## src/sv/heat_station_supply_controller_defines.svh

```systemverilog
// Assertion helpers for the supply controller sources.
`ifndef HEAT_STATION_SUPPLY_CONTROLLER_DEFINES_SVH
`define HEAT_STATION_SUPPLY_CONTROLLER_DEFINES_SVH

// Implication in the same cycle, checked on every rising clock edge outside reset.
`define HSCS_ASSERT_NOW(lbl, ante, cons, msg) \
  lbl: assert property (@(posedge clk) disable iff (rst) (ante) |-> (cons)) else $error(msg);

// Implication into the following cycle.
`define HSCS_ASSERT_NEXT(lbl, ante, cons, msg) \
  lbl: assert property (@(posedge clk) disable iff (rst) (ante) |=> (cons)) else $error(msg);

`endif

```

## src/sv/hscs_pkg.sv

```systemverilog
`timescale 1ns / 1ps

package hscs_pkg;

  localparam logic [2:0] MODE_POWER_ON   = 3'd0;
  localparam logic [2:0] MODE_SELF_CHECK = 3'd1;
  localparam logic [2:0] MODE_STANDBY    = 3'd2;
  localparam logic [2:0] MODE_STARTING   = 3'd3;
  localparam logic [2:0] MODE_RUNNING    = 3'd4;
  localparam logic [2:0] MODE_ALARM      = 3'd5;
  localparam logic [2:0] MODE_ESTOP      = 3'd6;

  localparam logic [2:0] CAUSE_NONE          = 3'd0;
  localparam logic [2:0] CAUSE_SENSOR_FAULT  = 3'd1;
  localparam logic [2:0] CAUSE_OVER_TEMP     = 3'd2;
  localparam logic [2:0] CAUSE_HIGH_PRESSURE = 3'd3;
  localparam logic [2:0] CAUSE_LOW_PRESSURE  = 3'd4;

  localparam logic [2:0] REG_TARGET_SUPPLY_TEMP   = 3'd0;
  localparam logic [2:0] REG_TARGET_DIFF_PRESSURE = 3'd1;
  localparam logic [2:0] REG_OVER_TEMP_LIMIT      = 3'd2;
  localparam logic [2:0] REG_HIGH_PRESSURE_LIMIT  = 3'd3;
  localparam logic [2:0] REG_LOW_PRESSURE_LIMIT   = 3'd4;
  localparam logic [2:0] REG_REFILL_STOP_PRESSURE = 3'd5;
  localparam logic [2:0] REG_START_DELAY_TICKS    = 3'd6;

  localparam int CFG_DATA_W = 12;

  localparam logic [11:0] RST_TARGET_SUPPLY_TEMP   = 12'd450;
  localparam logic [10:0] RST_TARGET_DIFF_PRESSURE = 11'd80;
  localparam logic [11:0] RST_OVER_TEMP_LIMIT      = 12'd650;
  localparam logic [10:0] RST_HIGH_PRESSURE_LIMIT  = 11'd600;
  localparam logic [10:0] RST_LOW_PRESSURE_LIMIT   = 11'd120;
  localparam logic [10:0] RST_REFILL_STOP_PRESSURE = 11'd250;
  localparam logic [7:0]  RST_START_DELAY_TICKS    = 8'd3;

  localparam logic [6:0] RST_VALVE = 7'd18;
  localparam logic [5:0] RST_FREQ  = 6'd30;

  localparam logic [7:0] TICK_MAX    = 8'd255;
  localparam logic [6:0] VALVE_MAX   = 7'd100;
  localparam logic [6:0] START_VALVE = 7'd10;
  localparam logic [5:0] FREQ_MIN    = 6'd20;
  localparam logic [5:0] FREQ_MAX    = 6'd50;
  localparam logic [5:0] START_FREQ  = 6'd28;

  localparam logic signed [12:0] DEADBAND     = 13'sd10;
  localparam logic signed [12:0] DEADBAND_NEG = -13'sd10;

  typedef struct packed {
    logic signed [11:0] supply_temp;
    logic [10:0]        supply_pressure;
    logic [10:0]        return_pressure;
    logic               temp_sensor_good;
    logic               pressure_sensor_good;
  } sample_t;

  typedef struct packed {
    logic [2:0] mode;
    logic [6:0] valve_percent;
    logic [5:0] pump_freq_hz;
    logic       pump_on;
    logic       refill_on;
    logic       alarm_on;
    logic [2:0] alarm_cause;
  } result_t;

  typedef struct packed {
    logic signed [11:0] target_supply_temp;
    logic [10:0]        target_diff_pressure;
    logic signed [11:0] over_temp_limit;
    logic [10:0]        high_pressure_limit;
    logic [10:0]        low_pressure_limit;
    logic [10:0]        refill_stop_pressure;
    logic [7:0]         start_delay_ticks;
  } hscs_cfg_t;

  typedef struct packed {
    logic [2:0] mode;
    logic [7:0] tick;
    logic [6:0] valve;
    logic [5:0] freq;
    logic       pump;
    logic       refill;
  } hscs_state_t;

endpackage

```

## src/sv/hscs_step.sv

```systemverilog
`timescale 1ns / 1ps

module hscs_step import hscs_pkg::*; (
  input  hscs_state_t cur,
  input  hscs_cfg_t   cfg,
  input  sample_t     smp,
  output hscs_state_t nxt,
  output result_t     res
);

  logic                alarm;
  logic [2:0]          cause;
  logic                estop;
  logic                regulate;
  logic signed [12:0]  terr;
  logic signed [11:0]  dp;
  logic signed [12:0]  perr;
  logic signed [8:0]   valve_sum;
  logic signed [7:0]   freq_sum;
  hscs_state_t         seq;

  assign terr = {cfg.target_supply_temp[11], cfg.target_supply_temp}
              - {smp.supply_temp[11], smp.supply_temp};
  assign dp   = {1'b0, smp.supply_pressure} - {1'b0, smp.return_pressure};
  assign perr = {2'b00, cfg.target_diff_pressure} - {dp[11], dp};

  always_comb begin
    seq = cur;
    case (cur.mode)
      MODE_POWER_ON: begin
        seq.mode = MODE_SELF_CHECK;
      end
      MODE_SELF_CHECK: begin
        seq.mode = MODE_STANDBY;
      end
      MODE_STANDBY: begin
        if (cur.tick >= cfg.start_delay_ticks) begin
          seq.mode = MODE_STARTING;
        end
      end
      MODE_STARTING: begin
        seq.pump  = 1'b1;
        seq.freq  = START_FREQ;
        seq.valve = START_VALVE;
        seq.mode  = MODE_RUNNING;
      end
      default: begin
        seq.mode = cur.mode;
      end
    endcase

    alarm = 1'b0;
    cause = CAUSE_NONE;
    estop = 1'b0;
    if (!smp.temp_sensor_good || !smp.pressure_sensor_good) begin
      seq.mode   = MODE_ESTOP;
      seq.valve  = '0;
      seq.pump   = 1'b0;
      seq.refill = 1'b0;
      alarm      = 1'b1;
      cause      = CAUSE_SENSOR_FAULT;
      estop      = 1'b1;
    end else if (smp.supply_temp >= cfg.over_temp_limit) begin
      seq.mode   = MODE_ESTOP;
      seq.valve  = '0;
      seq.pump   = 1'b1;
      seq.refill = 1'b0;
      alarm      = 1'b1;
      cause      = CAUSE_OVER_TEMP;
      estop      = 1'b1;
    end else if (smp.supply_pressure >= cfg.high_pressure_limit) begin
      seq.mode   = MODE_ESTOP;
      seq.valve  = '0;
      seq.freq   = FREQ_MIN;
      seq.refill = 1'b0;
      alarm      = 1'b1;
      cause      = CAUSE_HIGH_PRESSURE;
      estop      = 1'b1;
    end else if (smp.return_pressure <= cfg.low_pressure_limit) begin
      seq.mode   = MODE_ALARM;
      seq.refill = 1'b1;
      alarm      = 1'b1;
      cause      = CAUSE_LOW_PRESSURE;
    end

    regulate = !estop && (seq.mode == MODE_RUNNING || seq.mode == MODE_ALARM);

    if (terr > DEADBAND) begin
      valve_sum = $signed({2'b00, seq.valve}) + 9'sd2;
    end else if (terr < DEADBAND_NEG) begin
      valve_sum = $signed({2'b00, seq.valve}) - 9'sd2;
    end else begin
      valve_sum = $signed({2'b00, seq.valve});
    end

    if (perr > DEADBAND) begin
      freq_sum = $signed({2'b00, seq.freq}) + 8'sd1;
    end else if (perr < DEADBAND_NEG) begin
      freq_sum = $signed({2'b00, seq.freq}) - 8'sd1;
    end else begin
      freq_sum = $signed({2'b00, seq.freq});
    end

    nxt = seq;
    if (regulate) begin
      if (valve_sum < 9'sd0) begin
        nxt.valve = '0;
      end else if (valve_sum > $signed({2'b00, VALVE_MAX})) begin
        nxt.valve = VALVE_MAX;
      end else begin
        nxt.valve = valve_sum[6:0];
      end
      if (freq_sum < $signed({2'b00, FREQ_MIN})) begin
        nxt.freq = FREQ_MIN;
      end else if (freq_sum > $signed({2'b00, FREQ_MAX})) begin
        nxt.freq = FREQ_MAX;
      end else begin
        nxt.freq = freq_sum[5:0];
      end
      if (smp.return_pressure >= cfg.refill_stop_pressure) begin
        nxt.refill = 1'b0;
      end
    end

    if (cur.tick != TICK_MAX) begin
      nxt.tick = cur.tick + 8'd1;
    end
  end

  assign res.mode          = nxt.mode;
  assign res.valve_percent = nxt.valve;
  assign res.pump_freq_hz  = nxt.freq;
  assign res.pump_on       = nxt.pump;
  assign res.refill_on     = nxt.refill;
  assign res.alarm_on      = alarm;
  assign res.alarm_cause   = cause;

endmodule

```

## src/sv/heat_station_supply_controller.sv

```systemverilog
// Secondary-loop supply controller for a heat station, one sensor sample per control tick.
// Input channel in_valid/in_ready/in_data carries one sample: supply temperature,
// supply and return pressures and two sensor health flags. Output channel
// out_valid/out_ready/out_data carries one result per sample: mode, valve opening,
// pump frequency, pump and refill commands, alarm flag and alarm cause.
// Limits and targets are written through cfg_we/cfg_index/cfg_wdata; the user must do so
// only while the block is idle, which the block itself does not enforce. A sample is held in
// an input register, then the whole tick is evaluated by one combinational pass that updates
// the controller state and loads the result register. The sample passes through the input
// register and then the result register before its result can transfer at the output.
// Throughput is one sample per cycle while out_ready stays high; the input register
// and the result register each advance whenever the stage after them is empty or is transferring.
// When the receiver stalls, the result register holds and the input register fills,
// after which in_ready drops until the output transfer happens.
// Reset clears both valid flags, puts the mode at power on with tick zero, valve 18 %,
// pump 30 Hz and pump and refill off, and restores every configuration register.
`timescale 1ns / 1ps
`include "heat_station_supply_controller_defines.svh"

module heat_station_supply_controller import hscs_pkg::*; (
  input  logic                  clk,
  input  logic                  rst,
  input  logic                  in_valid,
  output logic                  in_ready,
  input  sample_t               in_data,
  output logic                  out_valid,
  input  logic                  out_ready,
  output result_t               out_data,
  input  logic                  cfg_we,
  input  logic [2:0]            cfg_index,
  input  logic [CFG_DATA_W-1:0] cfg_wdata
);

  hscs_cfg_t   cfg;
  hscs_state_t st;
  hscs_state_t st_next;
  result_t     res_next;
  sample_t     s1_data;
  logic        s1_valid;
  logic        out_free;
  logic        s1_go;

  assign out_free = !out_valid || out_ready;
  assign s1_go    = s1_valid && out_free;
  assign in_ready = !s1_valid || out_free;

  always_ff @(posedge clk) begin
    if (rst) begin
      cfg.target_supply_temp   <= RST_TARGET_SUPPLY_TEMP;
      cfg.target_diff_pressure <= RST_TARGET_DIFF_PRESSURE;
      cfg.over_temp_limit      <= RST_OVER_TEMP_LIMIT;
      cfg.high_pressure_limit  <= RST_HIGH_PRESSURE_LIMIT;
      cfg.low_pressure_limit   <= RST_LOW_PRESSURE_LIMIT;
      cfg.refill_stop_pressure <= RST_REFILL_STOP_PRESSURE;
      cfg.start_delay_ticks    <= RST_START_DELAY_TICKS;
    end else if (cfg_we) begin
      case (cfg_index)
        REG_TARGET_SUPPLY_TEMP:   cfg.target_supply_temp   <= cfg_wdata;
        REG_TARGET_DIFF_PRESSURE: cfg.target_diff_pressure <= cfg_wdata[10:0];
        REG_OVER_TEMP_LIMIT:      cfg.over_temp_limit      <= cfg_wdata;
        REG_HIGH_PRESSURE_LIMIT:  cfg.high_pressure_limit  <= cfg_wdata[10:0];
        REG_LOW_PRESSURE_LIMIT:   cfg.low_pressure_limit   <= cfg_wdata[10:0];
        REG_REFILL_STOP_PRESSURE: cfg.refill_stop_pressure <= cfg_wdata[10:0];
        REG_START_DELAY_TICKS:    cfg.start_delay_ticks    <= cfg_wdata[7:0];
        default: begin
        end
      endcase
    end
  end

  always_ff @(posedge clk) begin
    if (rst) begin
      s1_valid <= 1'b0;
    end else if (in_ready) begin
      s1_valid <= in_valid;
    end
  end

  always_ff @(posedge clk) begin
    if (in_valid && in_ready) begin
      s1_data <= in_data;
    end
  end

  hscs_step u_step (
    .cur (st),
    .cfg (cfg),
    .smp (s1_data),
    .nxt (st_next),
    .res (res_next)
  );

  always_ff @(posedge clk) begin
    if (rst) begin
      st.mode   <= MODE_POWER_ON;
      st.tick   <= '0;
      st.valve  <= RST_VALVE;
      st.freq   <= RST_FREQ;
      st.pump   <= 1'b0;
      st.refill <= 1'b0;
    end else if (s1_go) begin
      st <= st_next;
    end
  end

  always_ff @(posedge clk) begin
    if (rst) begin
      out_valid <= 1'b0;
    end else if (out_free) begin
      out_valid <= s1_valid;
    end
  end

  always_ff @(posedge clk) begin
    if (s1_go) begin
      out_data <= res_next;
    end
  end

  `HSCS_ASSERT_NEXT(a_estop_sticky, st.mode == MODE_ESTOP, st.mode == MODE_ESTOP || st.mode == MODE_ALARM, "emergency stop was left for a mode other than alarm")
  `HSCS_ASSERT_NEXT(a_alarm_sticky, st.mode == MODE_ALARM, st.mode == MODE_ALARM || st.mode == MODE_ESTOP, "alarm mode was left without reset")
  `HSCS_ASSERT_NOW(a_valve_range, out_valid, out_data.valve_percent <= VALVE_MAX, "valve opening above full scale")
  `HSCS_ASSERT_NOW(a_run_freq, out_valid && out_data.mode == MODE_RUNNING, out_data.pump_freq_hz >= FREQ_MIN && out_data.pump_freq_hz <= FREQ_MAX, "running pump frequency out of band")
  `HSCS_ASSERT_NOW(a_cause_flag, out_valid, out_data.alarm_on == (out_data.alarm_cause != CAUSE_NONE), "alarm flag disagrees with alarm cause")
  `HSCS_ASSERT_NOW(a_stall_full, !in_ready, s1_valid && out_valid, "input stalled while a stage is empty")

endmodule
```

## config.mk

```make
export PLATFORM = sky130hd
export DESIGN_NAME = heat_station_supply_controller
export DESIGN_NICKNAME = d
export VERILOG_FILES = /design/src/sv/hscs_pkg.sv /design/src/sv/hscs_step.sv /design/src/sv/heat_station_supply_controller.sv
export VERILOG_INCLUDE_DIRS = /design/src /design/src/sv
export SDC_FILE = /design/constraint.sdc
export NUM_CORES = 1
export LEC_CHECK = 0
export BUFFER_PORTS_ARGS = -buffer_cell sky130_fd_sc_hd__buf_2
export CAP_MARGIN = 10
export CORE_MARGIN = 3
export CORE_UTILIZATION = 41
export CTS_BUF_LIST = sky130_fd_sc_hd__clkbuf_8
export CTS_CLUSTER_SIZE = 25
export DETAILED_ROUTE_END_ITERATION = 12
export MAX_ROUTING_LAYER = met4
export PLACE_DENSITY = 0.61
export RECOVER_POWER = 25
export SLEW_MARGIN = 20
export SYNTH_ARGS = -nofsm -noshare
export SYNTH_HDL_FRONTEND = slang
export SYNTH_SLANG_ARGS = --single-unit
```

## constraint.sdc

```tcl
create_clock -name clk -period 7.3 [get_ports clk]
set_input_delay 1.46 -clock clk [delete_from_list [all_inputs] [get_ports clk]]
set_output_delay 1.46 -clock clk [all_outputs]
set_load 0.03 [all_outputs]
```

==> flow_metrics.tcl <==
set metrics [dict create \
    drt_iter0_markers 617 \
    synth_top_family_by_area "compound AO/OA/AOI/OAI gates" \
    grt.busiest_layer "met2" \
    final_antenna_net_count 0 \
    min_to "cfg[45]" \
    synth_fa_ha_area_share_pct 11.9 \
    root_buffer "clkbuf_8" \
    slew_violations 47 \
    vias_per_cell 5.48 \
    crit_type "flip-flop to flip-flop" \
    crit_path_start_kind "flip-flop" \
    vias 8787 \
    place_congestion 0.907 \
    placed_cell_area_mm2 0.0109 \
    hold_path.class "flip-flop to flip-flop" \
    ys.flop_type "dfxtp_1" \
    hpwlAfterDp_um 20200 \
    ys_seq_elements 162 \
    clk_latency_ps 470 \
    synth-simple-area-share_pct 20.6 \
    dieArea_mm2 0.0268 \
    layout_min_cycle_time_ps 6070 \
    arrival_ps 6410 \
    synthArstFlopShare_pct 0 \
    fin_skew_ps 17.8 \
    synth_cells 1194 \
    chipWidth_um 164 \
    synth_area_leaders "dfxtp_1 (20%), edfxtp_1 (17%), ha_1 (11%)" \
    setup_violations 0 \
    antenna_found_initial 4 \
    coreArea_mm2 0.0244 \
    fin_nets 1413 \
    r2r_slack_ps 1230 \
    postCtsHoldBufs 0 \
    violations "max-capacitance violations, max-slew violations" \
    num_io_pins 80 \
    h-tree-depth 4 \
    finalWirelength_um 27100 \
    track_usage_pct 21.2 \
    syn_area_per_cell_um2 8.53 \
    cts-resized-gates 0 \
    outcome "finished, violations left" \
    synth_cell_types 94 \
    cts_tree "built" \
    critPathLaunch "s1_data[13]" \
    synth.largest_area_cell "dfxtp_1" \
    overflow 0 \
    routedWlPerCell_um 16.9 \
    drv_cap 1 \
    fin_total_pwr_mw 2.17 \
    holdPathStages 2 \
    max_slew.worst_pin.slew_ps 2080 \
    syn_nets 1345 \
    hold_start "cfg[45]" \
    p_per_area_mw_per_mm2 192 \
    post_cts_buffers 0 \
    required_ps 7640 \
    clock_path_buffers 2 \
    finalHoldViolCount 0 \
    synth_area_mm2 0.0102 \
    rows 57 \
    dieHeight_um 164 \
    cts.sinks 162 \
    gr-usage-met1_pct 26.7 \
    layout_commonest_cell "nand2_1" \
    ys_seq_area_share_pct 37.5 \
    drc 0 \
    layout_common_cells "nand2_1 (193), inv_1 (106), dfxtp_1 (104)" \
    r2r_start "s1_data[13]" \
    grt_pass1_wl_um 43600 \
    power_leakage_nw 4.63 \
    initial_utilization_pct 41.8 \
    synth_xor_xnor_area_share_pct 2.58 \
    cts_buffers 17 \
    worst-r2r-cell-count 24 \
    rsz0062_at_grt "no" \
    synth.area.mux_share_pct 0.307 \
    timing.fmax_mhz 165 \
    cp-end-kind "flip-flop" \
    port_buffers 79 \
    holdWs_ps 457 \
    grt_max_degree 63 \
    fin_crit_sh_pct 83.2 \
    synth-compound-area-share_pct 21.5 \
    use_met3_pct 3.58 \
    r2r_end "st[4]" \
    yosysTopAreaCellShare_pct 20.4 \
    setup_tns_ps 0 \
    firstDrtPassIters 6 \
    synth_edf_count 58 \
    drive_gt1_share_pct 11.5 \
    grt_pass1_vias 8485 \
    area_growth_pct 10.9 \
    use_met2_pct 34.3 \
    fin_area_mm2 0.0113 \
    path_clk_slew_ps 100 \
    path_max_fanout 12 \
    peakVddDrop_mv 0.138 \
    slew_headroom_pct -38.9 \
    ys.warnings.count 0 \
]
## how the worst max path moves through the flow
stage / cells after the start / slack [ps] / endpoint
after floorplan: 25 / 2210 / out_data[10]
after global placement: 24 / 1370 / st[4]
after detailed placement: 24 / 1360 / st[4]
after CTS: 24 / 1330 / st[4]
after global routing: 24 / 690 / st[4]
final: 24 / 1230 / st[4]
## layout make-up
type	count	area [um2]
well taps	324	405
flip-flops and latches	162	3820
fillers	2470	13100
inverters	107	402
clock buffers	17	234
clock inverters	15	169
diodes	4	10.0
multi-input cells	886	5800
repair buffers	88	459
## kinds of logic (layout without fill, tap and decap cells)
kind of cell	count (synthesis)	in the layout
buf+inv	146	227
flops	162	162
fa+ha+maj	95	95
other cells	0	4
compound gates	317	317
simple gates	441	441
xor+xnor	30	30
mux	3	3
## cell usage after synthesis (19+ instances only)
cell type / instances
a21o_1: 21
a21oi_1: 103
clkbuf_1: 24
dfxtp_1: 104
edfxtp_1: 58
ha_1: 92
inv_1: 106
nand2_1: 193
nand3_1: 25
nand3b_1: 19
nor2_1: 82
nor3_1: 23
o21ai_0: 42
## worst max-delay path: stages (launching register included)
cell       delay (ps)
edfxtp_1          370
inv_1              80
ha_1              170
inv_1              60
fa_1              410
a21o_1            180
a21oi_1           230
o21bai_1           90
a21oi_1           240
o21bai_1           90
a21oi_1           220
xnor2_1           150
ha_1              310
o21ai_0           100
o21bai_1          110
or4_1             440
a31oi_1           220
o22ai_2           110
o31ai_4           540
o22ai_1           200
o311a_1           170
nor3_1            570
nand2_1           360
a2111oi_0         450
a211oi_1           80
## power by group
part	internal [mW]	total, mW	switching (mW)	leakage [nW]
registers	0.970	0.997	0.0275	1.39
logic	0.185	0.482	0.297	3.04
clock network	0.314	0.689	0.376	0.208
## layer usage
layer	wire length (um)	up-vias
met3	1030	53
met5	0	-
met1	12600	4126
met4	797	0
li1	-	4423
met2	12700	185
## stage by stage
step / instances / setup WS [ps] / util, %
floorplan: 1194 / 2210 / -
global placement: 1567 / 1370 / 44.6
detailed placement: 1567 / 1360 / 44.6
CTS: 1599 / 1330 / 46.3
global route: 1603 / 685 / 46.3
finish: 1603 / 1230 / 46.3
## flip-flops by register name, indices dropped and copies added (netlist names)
register	flops
st	26
s1_valid	1
s1_data	36
out_valid	1
cfg	76
out_data	22
Note: power is estimated with default switching activity, not from simulation.
